===== src/kmp_ram.sv =====
module kmp_ram #(
    parameter int WIDTH = 32,
    parameter int DEPTH = 64
) (
    input  logic                                   clk,
    input  logic                                   we,
    input  logic [((DEPTH > 1) ? $clog2(DEPTH) : 1)-1:0] waddr,
    input  logic [WIDTH-1:0]                       wdata,
    input  logic                                   re,
    input  logic [((DEPTH > 1) ? $clog2(DEPTH) : 1)-1:0] raddr,
    output logic [WIDTH-1:0]                       rdata
);

    logic [WIDTH-1:0] mem_reg [DEPTH];
    logic [WIDTH-1:0] rdata_reg;

    always_ff @(posedge clk)
    begin
        if (we)
        begin
            mem_reg[waddr] <= wdata;
        end
        if (re)
        begin
            rdata_reg <= mem_reg[raddr];
        end
    end

    assign rdata = rdata_reg;

endmodule


===== config.mk =====
export PLATFORM = sky130hd
export DESIGN_NAME = kmp_ram
export DESIGN_NICKNAME = d
export VERILOG_FILES = /design/src/kmp_ram.sv
export SDC_FILE = /design/constraint.sdc
export NUM_CORES = 2
export LEC_CHECK = 0
export BUFFER_PORTS_ARGS = -buffer_cell sky130_fd_sc_hd__buf_4
export CAP_MARGIN = 25
export CORE_ASPECT_RATIO = 0.6
export CORE_MARGIN = 8
export CORE_UTILIZATION = 39
export DETAILED_ROUTE_END_ITERATION = 12
export GPL_TIMING_DRIVEN = 1
export PLACE_DENSITY = 0.61
export SETUP_SLACK_MARGIN = 0.15
export SLEW_MARGIN = 15
export SYNTH_ARGS = -nofsm -noshare
export SYNTH_HDL_FRONTEND = slang
export SYNTH_SLANG_ARGS = --single-unit

===== constraint.sdc =====
create_clock -name clk -period 3.4 [get_ports clk]
set_input_delay 0.34 -clock clk [delete_from_list [all_inputs] [get_ports clk]]
set_output_delay 0.34 -clock clk [all_outputs]
set_load 0.1 [all_outputs]

==> flow_metrics.tcl <==
set metrics [dict create \
    status "finished clean" \
    synth.yosys.warnings 0 \
    vias 38210 \
    startpoint_type "input pin" \
    drv_slew 0 \
    drt_wl_total_um 217100 \
    hold_viol_final 0 \
    power_frac_clock_pct 38.4 \
    grt_antenna_before_repair 20 \
    p_per_area_mw_per_mm2 566.3 \
    cts_max_path_buffers 4 \
    cts_setup_buffers 0 \
    ir_drop_mv 0.4093 \
    area_delta_synth_final_pct 14.65 \
    cts_tree "built" \
    grt.total_usage_pct 19.60 \
    combPwrFrac_pct 5.8 \
    tns_ns 0 \
    ys_seq_area_share_pct 79.23 \
    clk_latency_ns 0.83 \
    cap_violations 0 \
    start_util_pct 39.34 \
    overflow 0 \
    finalSetupViolations 0 \
    ys_ff_latch 2080 \
    intPower_mw 40.05 \
    drt_iter0_drc 5098 \
    gp_congestion 0.7785 \
    htree_levels 4 \
    syn_inst 3324 \
    clock_sink_count 2080 \
    max_freq_mhz 406.3 \
    port-buffer-count 78 \
    swShare_pct 21.75 \
    post-route-util_pct 45.11 \
    pwr-share-seq_pct 55.8 \
    ctsRootBufferMaster "clkbuf_16" \
    rows 127 \
    die_w_um 596.4 \
    cts_buffers 181 \
    die-area_mm2 0.2173 \
    largest_register_ffs 2048 \
    worstPathMaxFanout 19 \
    grt_pass1_vias 37490 \
    final_cell_mix "edfxtp_1, mux4_2, buf_4" \
    path_class "in -> reg" \
    avgRoutedWirePerCell_um 33.44 \
    dp.final_hpwl_um 126000 \
    num_io_pins 79 \
    min_period_over_period_pct 72.39 \
    skew_ns 0.02884 \
    p_total_mw 51.18 \
    yosys.cell_types.count 33 \
    layout-drive-gt1-share_pct 31.02 \
    rsz0062_at_grt "false" \
    drc 0 \
    cp_data_required_time_ns 3.84 \
    fin_nets 3692 \
    power_switching_mw 11.13 \
    syn-num-nets 3371 \
    vias_per_cell 5.887 \
    die_h_um 364.3 \
    clk_pin_slew_worst_paths_ns 0.07 \
    syn_avg_cell_area_um2 23.72 \
    layout_commonest_cell "edfxtp_1" \
    core_area_mm2 0.2004 \
    r2r_setup_slack_ns 1.10 \
    min_period_ns 2.461 \
    dr.pass1.iters 5 \
    antenna_left 0 \
    min_path_type "in -> reg" \
    power.leakage_nw 27.86 \
    max_slew_margin_pct 33.81 \
    hold_slack_ns 0.05120 \
    grt_pass1_wl_um 300600 \
    arrival_ns 2.90 \
    worst_pin_slew_ns 0.9929 \
    netlist_area_mm2 0.07884 \
    endpoint_kind "register" \
    grt_max_degree 65 \
]
==> worst paths after layout <==
kind,from,to,cells past startpoint
worst max-delay path,waddr[1],mem_reg[27][25]$_DFFE_PP_,6
worst min-delay path,wdata[18],mem_reg[63][18]$_DFFE_PP_,1
worst max register to register,mem_reg[63][15]$_DFFE_PP_,rdata[15]$_DFFE_PP_,5
worst min register to register,mem_reg[12][4]$_DFFE_PP_,rdata[4]$_DFFE_PP_,4
==> cell type report <==
cell class	instances	area, µm²
Fill cell	16530	110000
Sequential cell	2080	62460
Multi-Input combinational cell	1062	15980
Clock buffer	224	4776
Tap cell	2709	3390
Timing Repair Buffer	320	3119
Clock inverter	89	636.9
Antenna cell	7	17.52
==> timing repair <==
action	in CTS	in global routing
gates resized for setup	0	0
hold buffers	3	0
endpoints found under the setup margin	0	0
hold endpoints to repair	10	0
==> critical path: stages <==
cell and delay (ns):
dlygate4sd3_1 0.58, buf_4 0.22, nor2b_1 0.19, nand3_1 0.64, nor2_4 0.40, buf_4 0.46
==> metrics by stage <==
stage               setup slack (ns)  std cells  cell area, µm²
finish                        0.9386       6491           90380
global route                  0.8894       6486           90370
CTS                           0.9554       6483           90360
detailed placement           0.08669       6167           84910
global placement              0.1026       6166           84900
floorplan                     0.4081       3324           78850
==> power by group through the flow <==
stage | clock [mW] | sequential, mW | combinational [mW]
4_1_cts | 20.0 | 28.5 | 3.00
6_report | 19.7 | 28.5 | 2.99
5_1_grt | 20.9 | 28.5 | 3.14
3_3_place_gp | 0 | 29.1 | 2.95
3_5_place_dp | 0 | 29.1 | 2.99
2_1_floorplan | 0 | 29.3 | 1.38
==> cell families (layout without fill, tap and decap cells) <==
logic type	count (synthesis)	count (layout)	share of synthesized area [%]
flip-flops	2080	2080	79.23
multiplexers	637	637	16.72
AND/OR/NAND/NOR	223	223	1.260
AO/OA/AOI/OAI	202	202	1.666
buffers and inverters	182	633	1.124
other	0	7	0
==> cell usage after synthesis <==
cell      count  area [µm²]
edfxtp_1   2080       62460
mux4_2      544       12250
nor2_1      137       514.2
mux2i_1      93       930.9
o22ai_1      84       525.5
clkbuf_1     74       277.8
a21oi_1      62       310.3
buf_2        57       285.3
o221ai_1     27       236.5
nand2_1      26       97.59
buf_4        25       187.7
buf_1        21       78.83
nor2b_1      15       93.84
a22oi_1      12       90.09
a311oi_1      8       70.07
nand2b_1      8       50.05
nor3_1        7       35.03
buf_6         5       56.30
nand3_1       5       25.02
nand3b_1      5       37.54
a41o_1        4       40.04
and3_1        4       25.02
o32ai_1       4       35.03
or3_1         3       18.77
or3b_2        3       26.28
and2_1        2       12.51
nand4_1       2       12.51
or3b_1        2       17.52
a31oi_1       1       6.260
nand4b_1      1       8.760
or2_0         1       6.260
or2_1         1       6.260
or2_2         1       6.260
==> metal layers <==
metal | vias to the layer above | part of all wire (%) | track usage (%)
li1 | 14950 | - | -
met1 | 20900 | 45 | 30.48
met2 | 2105 | 42 | 27.47
met3 | 255 | 11 | 5.481
met4 | 6 | 1.9 | 3.885
met5 | - | 0.085 | 0.5228
Note: power is estimated with default switching activity, not from simulation.
