==> src/kmp_pkg.sv <==
package kmp_pkg;

    localparam int DEPTH_SLOTS  = 64;
    localparam int LIST_ENTRIES = 256;
    localparam int MOVE_W       = 32;

    localparam int LIST_AW  = $clog2(LIST_ENTRIES);
    localparam int COUNT_W  = $clog2(LIST_ENTRIES + 1);
    localparam int DEPTH_AW = (DEPTH_SLOTS > 1) ? $clog2(DEPTH_SLOTS) : 1;

    typedef struct packed {
        logic signed [MOVE_W-1:0] move;
        logic signed [MOVE_W-1:0] score;
    } entry_t;

    // what a list cell does this cycle
    typedef enum logic [1:0] {
        OP_HOLD = 2'd0,
        OP_FWD  = 2'd1,
        OP_BACK = 2'd2,
        OP_LOAD = 2'd3
    } cell_op_t;

    typedef enum logic [2:0] {
        FN_CLEAR   = 3'd0,
        FN_BEGIN   = 3'd1,
        FN_APPEND  = 3'd2,
        FN_SAVE    = 3'd3,
        FN_PROMOTE = 3'd4,
        FN_READ    = 3'd5
    } func_t;

endpackage

==> src/kmp_cell.sv <==
module kmp_cell (
    input  logic              clk,
    input  kmp_pkg::cell_op_t op,
    input  kmp_pkg::entry_t   left_in,
    input  kmp_pkg::entry_t   right_in,
    input  kmp_pkg::entry_t   load_in,
    output kmp_pkg::entry_t   q
);

    kmp_pkg::entry_t data_reg;
    kmp_pkg::entry_t data_next;

    always_comb
    begin
        case (op)
            kmp_pkg::OP_HOLD: data_next = data_reg;
            kmp_pkg::OP_FWD:  data_next = right_in;
            kmp_pkg::OP_BACK: data_next = left_in;
            kmp_pkg::OP_LOAD: data_next = load_in;
            default:          data_next = data_reg;
        endcase
    end

    always_ff @(posedge clk)
    begin
        data_reg <= data_next;
    end

    assign q = data_reg;

endmodule

==> config.mk <==
export PLATFORM = sky130hd
export DESIGN_NAME = kmp_cell
export DESIGN_NICKNAME = d
export VERILOG_FILES = /design/src/kmp_pkg.sv /design/src/kmp_cell.sv
export SDC_FILE = /design/constraint.sdc
export NUM_CORES = 1
export LEC_CHECK = 0
export ABC_CLOCK_PERIOD_IN_PS = 3300
export BUFFER_PORTS_ARGS = -buffer_cell sky130_fd_sc_hd__buf_2
export CAP_MARGIN = 15
export CORE_AREA = 2 2 100 102
export DETAILED_ROUTE_END_ITERATION = 8
export DIE_AREA = 0 0 102 104
export PLACE_DENSITY = 0.73
export SLEW_MARGIN = 30
export SYNTH_ARGS = -nofsm -noshare
export SYNTH_HDL_FRONTEND = slang
export SYNTH_SLANG_ARGS = --single-unit
==> constraint.sdc <==
create_clock -name clk -period 3.3 [get_ports clk]
set_clock_uncertainty 0.2 [all_clocks]
set_input_delay 0.165 -clock clk [delete_from_list [all_inputs] [get_ports clk]]
set_output_delay 0.165 -clock clk [all_outputs]
set_load 0.01 [all_outputs]
==> metrics.md, run 1 <==
| Metric | Value |
|---|---|
| Outcome | completed |
| CP endpoint kind | flop |
| Starting Density | between 30% and 40% |
| CP peak stage delay | between 600 and 700 ps |
| CTS Buffer Depth | 2 |
| Crit-path slowest cell | buf_4 |
| Yosys warns | 0 |
| # clock sinks | 64 |
| Routability cong. | 0.8184 |
| Post-route ant nets | 0 |
| Placed cell count | roughly 650 |
| Via/cell ratio | ~4.6 |
| Largest net degree at the start of global routing | 85 |
| Worst EP required | roughly 3200 ps |
| RSZ-0062 raised after global routing | false |
| CTS root buf | clkbuf_8 |
| Crit path top cell by count | buf_4 |
| Vias | 3399 |
| Post-CTS setup buffer count | 0 |
| Vias in the first global route | between 3000 and 4000 |
| Max-cap violation count | 0 |
| # DRC | 0 |
| GR Util met3 | between 4 and 5% |
| Crit path time final | 2162 ps |
| Setup CP Type | in2reg |
| Fin crit share | between 60% and 70% |
| Crit-path cells | buf_4 > buf_4 > a21oi_1 > dlygate4sd3_1 |
| Final slew viol count | 0 |
| Chip height | roughly 100 µm |
| Place WS | 1301 ps |
| Number of diodes | 0 |
| H-tree levels | 3 |
| Max FO, Critical Path | between 80 and 90 |
| Commonest cells in the netlist | a21oi_1, edfxtp_1, mux2i_1, nor2_1, clkbuf_1 |
| Worst hold slack | 13.06 ps |
| Max_slew headroom | between 40% and 50% |
| First DRT Iteration DRCs | 104 |
| Post-route setup slack | roughly 1100 ps |
| Pre-antenna DRT Iters | 4 |
| Bufs and invs on worst path | 3 |
| Worst-margin pin slew | 791.8 ps |
| Met2 GRT Util | just under 40% |
| Post-synth top flop | edfxtp_1 |
| Syn_area_per_cell | 11.81 µm² |
| Post-synth EDFFs | between 60 and 70 |
| PwrDens | 392.9 nW/µm² |
| Share of cells above drive strength 1 | 45.25% |
| Syn-to-layout area delta | 69.64% |
| Pleak | about 2.7 nW |
| Wire per inst | 14.73 µm |
| Ys async rst share | 0% |
| IO buf count | roughly 260 |
| Register bit total from synthesis | 64 |
| # IOs | about 260 |
| Final core occ | about three fifths |
| Syn_nets | around 470 |
| Synth area leaders | edfxtp_1, mux2i_1, a21oi_1, nor2_1, buf_8 |
| Layout Cells excl Fill | approximately 740 |
| Critical path startpoint category | primary input |
| Setup tns final | 0 ps |
| DIE WIDTH | 102 µm |
| First-pass GRT wire length | roughly 16 mm |
| Row Count | 36 |
| CTS Buf Count | 9 |
| Post-synthesis cell area | 3284 µm² |
| Hold Vio Cnt, Final | 0 |
| Cell taking the most area after synthesis | edfxtp_1 |
| CTS tree | yes |
| Most Crowded Layer GR | met2 |
| Final wirelength | 10.94 mm |
| Initial antenna violation count | 0 |
| Synth cell types | 10 |
| CTS clock-pin slew for the worst setup and hold paths | 70 ps |
| Critical Path AT | about 2000 ps |
| Yosys top cell area share | between 50% and 60% |
| VDD IR max | between 0.00015 and 0.0002 V |
| CTS resizes | 0 |
| DPL Wire Length | roughly 7.3 mm |
| Met1 Track Usage GR | approximately 19% |
| Die ar. | between 10000 and 15000 µm² |
| # setup viols final | 0 |
| Top delay family on crit path | buffers and inverters |
| Syn Inst Count | approximately 280 |
| Global Route Usage Sum | between 10% and 20% |
| CORE AREA | between 9000 and 10000 µm² |
| NumNets Final | roughly 800 |
| Seq/Total Area, Yosys | 58.51% |
| Largest register FFs | 64 |
| Hold Crit Class | in2reg |
| GR Overflow Total | 0 |
| FMAX | roughly 460 MHz |
final timing paths:
kind | start | to | depth (start not counted)
setup / recovery | op[1] | q[42]$_DFFE_PP_ | 4
hold / removal | left_in[24] | q[24]$_DFFE_PP_ | 3
metal layers:
metal,wire (µm),vias to the layer above
met5,0,-
met4,214,0
met3,796,22
met2,5925,155
met1,4005,1549
li1,-,1673
cells by family after synthesis:
family	share of synthesized area, %
buffers and inverters	4.724
AO/OA/AOI/OAI	9.752
multiplexers	19.50
AND/OR/NAND/NOR	7.505
flip-flops	58.51
through the flow:
stage               cell area [µm²]  total power [mW]
finish                         5572             2.189
global route                   5572             2.295
CTS                            5572             2.203
detailed placement             4634             1.488
global placement               4634             1.475
floorplan                      3284             1.258
what timing repair did:
action / in CTS / in global routing
hold buffers: 76 / 0
endpoints found under the hold margin: 62 / 0
endpoints found under the setup margin: 0 / 0
where the power goes:
group | internal [mW] | switching (mW) | leakage (nW)
registers | 1.01 | 0.0243 | 0.645
clock network | 0.339 | 0.296 | 0.0933
logic | 0.277 | 0.247 | 1.94
total | 1.62 | 0.567 | 2.68
final cells by class:
type,count,area [µm²]
Clock inverter,5,48.80
Fill cell,807,3978
Sequential cell,64,1922
Clock buffer,10,127.6
Tap cell,133,166.4
Multi-Input combinational cell,193,1207
Timing Repair Buffer,338,2100
layout by cell type (no fill, tap or decap), drive strengths merged:
master	instances
mux2i	64
edfxtp	64
clkbuf	10
bufinv	1
clkinv	4
buf	262
a21oi	64
or2	1
nor2	64
dlygate4sd3	76
worst min-delay path, delay by kind of cell:
family | cells | cell delay (ps)
AO/OA/AOI/OAI | 1 | 130
buffers and inverters | 1 | 70
multiplexers | 1 | 50
Note: power is estimated with default switching activity, not from simulation.
==> run 2: changes to the inputs <==
ABC_AREA = 1   (was default)
ABC_CLOCK_PERIOD_IN_PS = 2120   (was 3300)
CORE_AREA = 2 2 101 103   (was 2 2 100 102)
DIE_AREA = 0 0 103 105   (was 0 0 102 104)
clock period = 2.12 ns   (was 3.3 ns; I/O delays follow)
==> metrics.md, run 2 <==
| Metric | Value |
|---|---|
| Largest net degree at the start of global routing | 101 (+19%) |
| Critical Path Source | op[1] |
| IO buf count | 258 (unchanged) |
| Worst EP required | 2120 ps (-1060 ps) |
| CORE AREA | 9639 µm² (+0.94%) |
| Post-DP Area | 4662 µm² (+0.59%) |
| Fin crit share | 85.73% |
| Yosys top cell area share | 55.98% (-2.5 points) |
| Syn_nets | 553 (+17%) |
| Synth cell types | 9 (-1) |
| Crit-path slowest cell | buf_4 |
| Vias in the first global route | 4504 (+28%) |
| Total power | 3.389 mW (+55%) |
| Syn-to-layout area delta | 77.19% |
| Hold Path Sink | q[29]$_DFFE_PP_ |
| Syn Inst Count | 358 (+29%) |
| CTS clock-pin slew for the worst setup and hold paths | 70 ps (about the same) |
| CTS root buf | clkbuf_8 |
| Top delay family on crit path | buffers and inverters |
| Post-route ant nets | 0 (unchanged) |
| Worst hold slack | 294.2 ps (+281.1 ps) |
| Max FO, Critical Path | 64 (-24%) |
| Placed cell count | 721 (+11%) |
| Max-cap violation count | 0 (unchanged) |
| Post-synth top flop | edfxtp_1 |
| Critical path startpoint category | primary input |
| Hold Path Cell Cnt | 4 (+1) |
| Wire per inst | 15.45 µm (+4.9%) |
| Pint | 2.485 mW (+53%) |
| CTS Buffer Depth | 2 (unchanged) |
| Switching part of the total | 26.67% (+0.77 points) |
| Largest register FFs | 64 (unchanged) |
| Global Route Usage Sum | 24.13% (+4.2 points) |
| DPL Wire Length | 7.923 mm (+8.9%) |
| Hold Crit Class | in2reg |
| Layout Cells excl Fill | 862 (+16%) |
| Via/cell ratio | 5.100 (+11%) |
| Post-route setup slack | 302.5 ps (-835.9 ps) |
| Power share of the clock group | 24.1% (-4.9 points) |
| Starting Density | 35.62% (+1.2 points) |
| VDD IR max | 0.0002854 V (+61%) |
| CTS Buf Count | 9 (unchanged) |
| Crit-path cells | buf_4 > inv_2 > buf_4 > nand2_1 > nand3_1 > dlygate4sd3_1 |
| Worst-margin pin slew | 711.7 ps (-80.16 ps) |
| Ys async rst share | 0% (unchanged) |
| # DRC | 0 (unchanged) |
| Place WS | 540.0 ps (-761.1 ps) |
| Max_slew headroom | 52.55% (+5.3 points) |
| Register bit total from synthesis | 64 (unchanged) |
| Setup tns final | 0 ps (unchanged) |
| Crit path top cell by count | buf_4 |
| First DRT Iteration DRCs | 203 (+95%) |
| Post-synth EDFFs | 64 (unchanged) |
| Chip height | 105 µm (+0.96%) |
| Pre-antenna DRT Iters | 5 (+1) |
| CTS tree | yes |
| Number of diodes | 0 (unchanged) |
| PwrDens | 557.1 nW/µm² (+42%) |
| Synth area leaders | edfxtp_1, nand3_1, nand2_1, buf_6, buf_2 |
| Commonest cells in the netlist | nand3_1, nand2_1, edfxtp_1 |
| Pleak | 2.906 nW (+8.5%) |
| Final instance area | 6083 µm² (+9.2%) |
| Worst Hold Launch | op[0] |
| First-pass GRT wire length | 20.47 mm (+26%) |
| Vias | 4396 (+29%) |
| Sequential share of power | 47.5% (+0.4 points) |
| Net Switching | 0.9040 mW (+59%) |
| CP peak stage delay | 550 ps (-130 ps) |
| Final core occ | 63.11% (+4.8 points) |
| Post-synthesis cell area | 3433 µm² (+4.5%) |
| Initial antenna violation count | 0 (unchanged) |
| Hold Vio Cnt, Final | 0 (unchanged) |
| Commonest non-fill, non-tap cell in the layout | buf_2 |
| Cell taking the most area after synthesis | edfxtp_1 |
| Most frequent cells in the layout | buf_2, nand3_1, dlygate4sd3_1 |
| Outcome | completed |
| Yosys warns | 0 (unchanged) |
| CTS resizes | 0 (unchanged) |
| Routability cong. | 0.9572 (+17%) |
| H-tree levels | 3 (unchanged) |
| CP endpoint kind | flop |
| NumNets Final | 922 (+15%) |
| Syn_area_per_cell | 9.590 µm² (-19%) |
| Row Count | 36 (unchanged) |
| # setup viols final | 0 (unchanged) |
| Comb power frac | 28.3% (+4.4 points) |
| Setup CP Type | in2reg |
| Share of cells above drive strength 1 | 38.13% (-7.1 points) |
| Bufs and invs on worst path | 4 (+1) |
| # IOs | 259 (unchanged) |
| FMAX | ~550 MHz |
| Crit path time final | 1817 ps |
| Seq/Total Area, Yosys | 55.98% (-2.5 points) |
| Critical Path AT | 1810 ps (-230 ps) |
| DIE WIDTH | 103 µm (+0.98%) |
| Die ar. | 10820 µm² (+2.0%) |
| # clock sinks | 64 (unchanged) |
| Final slew viol count | 0 (unchanged) |
| RSZ-0062 raised after global routing | false |
| Most frequent cell after synthesis | nand3_1 |
| Final wirelength | 13.32 mm (+22%) |
| GR Overflow Total | 0 (unchanged) |
run 2: changes by cell type after synthesis, moves of 5 or more:
cell      previous run  this run
mux2i_1             64         0
a21oi_1             64         0
buf_6                1        19
nand2_1              0        65
buf_2                4        11
nand3_1              0       192
clkbuf_1             9         2
buf_8                5         0
nor2_1              64         0
run 2: final cells by class:
class,instances,area (µm²)
clock inverters,3,12.51
repair buffers,393,2640
multi-input cells,257,1207
inverters,2,7.507
fillers,804,3556
clock buffers,10,127.6
well taps,133,166.4
flip-flops and latches,64,1922
run 2: power by group through the flow:
stage | clock, mW | combinational [mW] | sequential [mW]
global placement | 0 | 0.682 | 1.63
detailed placement | 0 | 0.699 | 1.64
global route | 0.894 | 1.04 | 1.63
CTS | 0.848 | 0.941 | 1.61
finish | 0.817 | 0.960 | 1.61
floorplan | 0 | 0.255 | 1.72
run 2: cell families after synthesis:
family,Yosys count,synth area share [%]
buffers and inverters,37,8.928
flip-flops,64,55.98
AND/OR/NAND/NOR,257,35.09
run 2: how the worst max path moves through the flow:
| stage | cells after the start | end | slack [ps] |
|---|---|---|---|
| floorplan | 3 | q[0]$_DFFE_PP_ | 330 |
| global placement | 5 | q[7]$_DFFE_PP_ | 610 |
| detailed placement | 5 | q[26]$_DFFE_PP_ | 540 |
| CTS | 6 | q[26]$_DFFE_PP_ | 350 |
| global route | 6 | q[34]$_DFFE_PP_ | 200 |
| finish | 6 | q[29]$_DFFE_PP_ | 300 |
run 2: routing by layer:
metal / up-vias / part of all wire, % / wire length [µm] / GRT usage [%]
met2: 252 / 53 / 7068 / 44.53
met3: 51 / 8.3 / 1101 / 5.552
li1: 2031 / - / - / -
met1: 2062 / 35 / 4595 / 24.64
met4: 0 / 4.1 / 550 / 12.22
met5: - / 0 / 0 / 0
run 2: repair_timing:
action,CTS,global route
setup buffers,0,0
hold buffers,128,0
endpoints found under the hold margin,64,0
setup endpoints to repair,0,0
==> run 3: changes to the inputs <==
BUFFER_PORTS_ARGS = default   (was -buffer_cell sky130_fd_sc_hd__buf_2)
CORE_AREA = 2 2 102 104   (was 2 2 101 103)
DIE_AREA = 0 0 104 106   (was 0 0 103 105)
DONT_BUFFER_PORTS = 1   (was default)
PLACE_DENSITY = 0.5   (was 0.73)
==> metrics.md, run 3 <==
| Metric | Value |
|---|---|
| Syn_area_per_cell | 9.590 µm² (unchanged) |
| Synth area leaders | edfxtp_1, nand3_1, nand2_1, buf_6, buf_2 |
| Commonest cells in the netlist | nand3_1, nand2_1, edfxtp_1 |
| Register bit total from synthesis | 64 (unchanged) |
| Chip height | 106 µm (+0.95%) |
| H-tree levels | 3 (unchanged) |
| Synth cell types | 9 (unchanged) |
| Yosys top cell area share | 55.98% (unchanged) |
| DIE WIDTH | 104 µm (+0.97%) |
| Outcome | stopped before the end |
| Yosys warns | 0 (unchanged) |
| Routability cong. | 0.7398 (-23%) |
| IO buf count | 0 (-100%) |
| Post-synth EDFFs | 64 (unchanged) |
| Tool error | [ERROR RSZ-0060] Max buffer count reached. |
| Cell taking the most area after synthesis | edfxtp_1 |
| CTS Buf Count | 9 (unchanged) |
| Row Count | 37 (+2.8%) |
| # IOs | 259 (unchanged) |
| Cts hold-fix bufs | 102 (-20%) |
| CTS resizes | 0 (unchanged) |
| Post-synthesis cell area | 3433 µm² (unchanged) |
| Syn Inst Count | 358 (unchanged) |
| Most frequent cell after synthesis | nand3_1 |
| CTS root buf | clkbuf_8 |
| Post-CTS setup buffer count | 0 (unchanged) |
| CTS Buffer Depth | 2 (unchanged) |
| DPL Wire Length | 6.096 mm (-23%) |
| Seq/Total Area, Yosys | 55.98% (unchanged) |
| Starting Density | 34.33% (-1.3 points) |
| # clock sinks | 64 (unchanged) |
| Exit stage | clock tree synthesis |
| Syn_nets | 553 (unchanged) |
| Ys async rst share | 0% (unchanged) |
| Post-synth top flop | edfxtp_1 |
==> run 3: cell counts after synthesis <==
No cell type changed its count.
==> run 3: logic make-up after synthesis <==
kind of cell           count (synthesis)  share of synthesized area, %
AND/OR/NAND/NOR                      257                         35.09
buffers and inverters                 37                         8.928
flip-flops                            64                         55.98
==> run 3: metrics by stage <==
stage / setup slack (ps) / utilization [%] / hold WS [ps] / cells / cell area (µm²)
2_1_floorplan: 329.2 / - / 108.7 / 358 / 3436
3_3_place_gp: 817.7 / 33.55 / 111.5 / 463 / 3354
3_5_place_dp: 781.5 / 33.55 / 117.1 / 463 / 3354
==> run 4: changes to the inputs <==
CORE_AREA = default   (was 2 2 102 104)
CORE_UTILIZATION = 30   (was default)
DIE_AREA = default   (was 0 0 104 106)
PLACE_DENSITY = default   (was 0.5)
PLACE_DENSITY_LB_ADDON = 0.15   (was default)
==> metrics.md, run 4 <==
| Metric | Value |
|---|---|
| Cts hold-fix bufs | 102 (unchanged) |
| Ys async rst share | 0% (unchanged) |
| Post-DP Area | 3359 µm² (+0.15%) |
| Post-synth top flop | edfxtp_1 |
| Most frequent cell after synthesis | nand3_1 |
| CTS resizes | 0 (unchanged) |
| CTS root buf | clkbuf_16 |
| Yosys top cell area share | 55.98% (unchanged) |
| DIE WIDTH | 109.0 µm (+4.8%) |
| Exit stage | clock tree synthesis |
| Xor and xnor area share after synthesis | 0% (unchanged) |
| # clock sinks | 64 (unchanged) |
| Tool error | [ERROR RSZ-0060] Max buffer count reached. |
| CTS Buffer Depth | 2 (unchanged) |
| Yosys warns | 0 (unchanged) |
| Seq/Total Area, Yosys | 55.98% (unchanged) |
| CTS Buf Count | 9 (unchanged) |
| Cell taking the most area after synthesis | edfxtp_1 |
| Multiplexer area fraction after synthesis | 0% (unchanged) |
| Post-synth EDFFs | 64 (unchanged) |
| Commonest cells in the netlist | nand3_1, nand2_1, edfxtp_1 |
| Place WS | 750.8 ps (-30.61 ps) |
| Outcome | stopped before the end |
| Syn Inst Count | 358 (unchanged) |
| Register bit total from synthesis | 64 (unchanged) |
| Starting Density | 31.26% (-3.1 points) |
| Chip height | 109.0 µm (+2.8%) |
| DPL Wire Length | 6.208 mm (+1.8%) |
| Row Count | 38 (+2.7%) |
| Syn_area_per_cell | 9.590 µm² (unchanged) |
| Synth cell types | 9 (unchanged) |
| Synth area leaders | edfxtp_1, nand3_1, nand2_1, buf_6, buf_2 |
| Simple-gate share of the synthesized area | 35.09% (unchanged) |
| IO buf count | 0 (unchanged) |
| Post-CTS setup buffer count | 0 (unchanged) |
| Compound-cell area share of the yosys netlist | 0% (unchanged) |
| Routability cong. | 0.7631 (+3.1%) |
| # IOs | 259 (unchanged) |
| Main combinational cell family by area after synthesis | simple AND/OR/NAND/NOR gates |
| Adder-Cell Fraction of Synth Area | 0% (unchanged) |
| Syn_nets | 553 (unchanged) |
| H-tree levels | 3 (unchanged) |
| Post-synthesis cell area | 3433 µm² (unchanged) |
## run 4: stage by stage
stage                     hold WS [ps]  utilization [%]  instances
after global placement           115.3            30.59        467
after floorplan                  108.7                -        358
after detailed placement         117.7            30.59        467
## run 4: logic make-up after synthesis
kind of cell  count (synthesis)
simple gates                257
flops                        64
buf+inv                      37
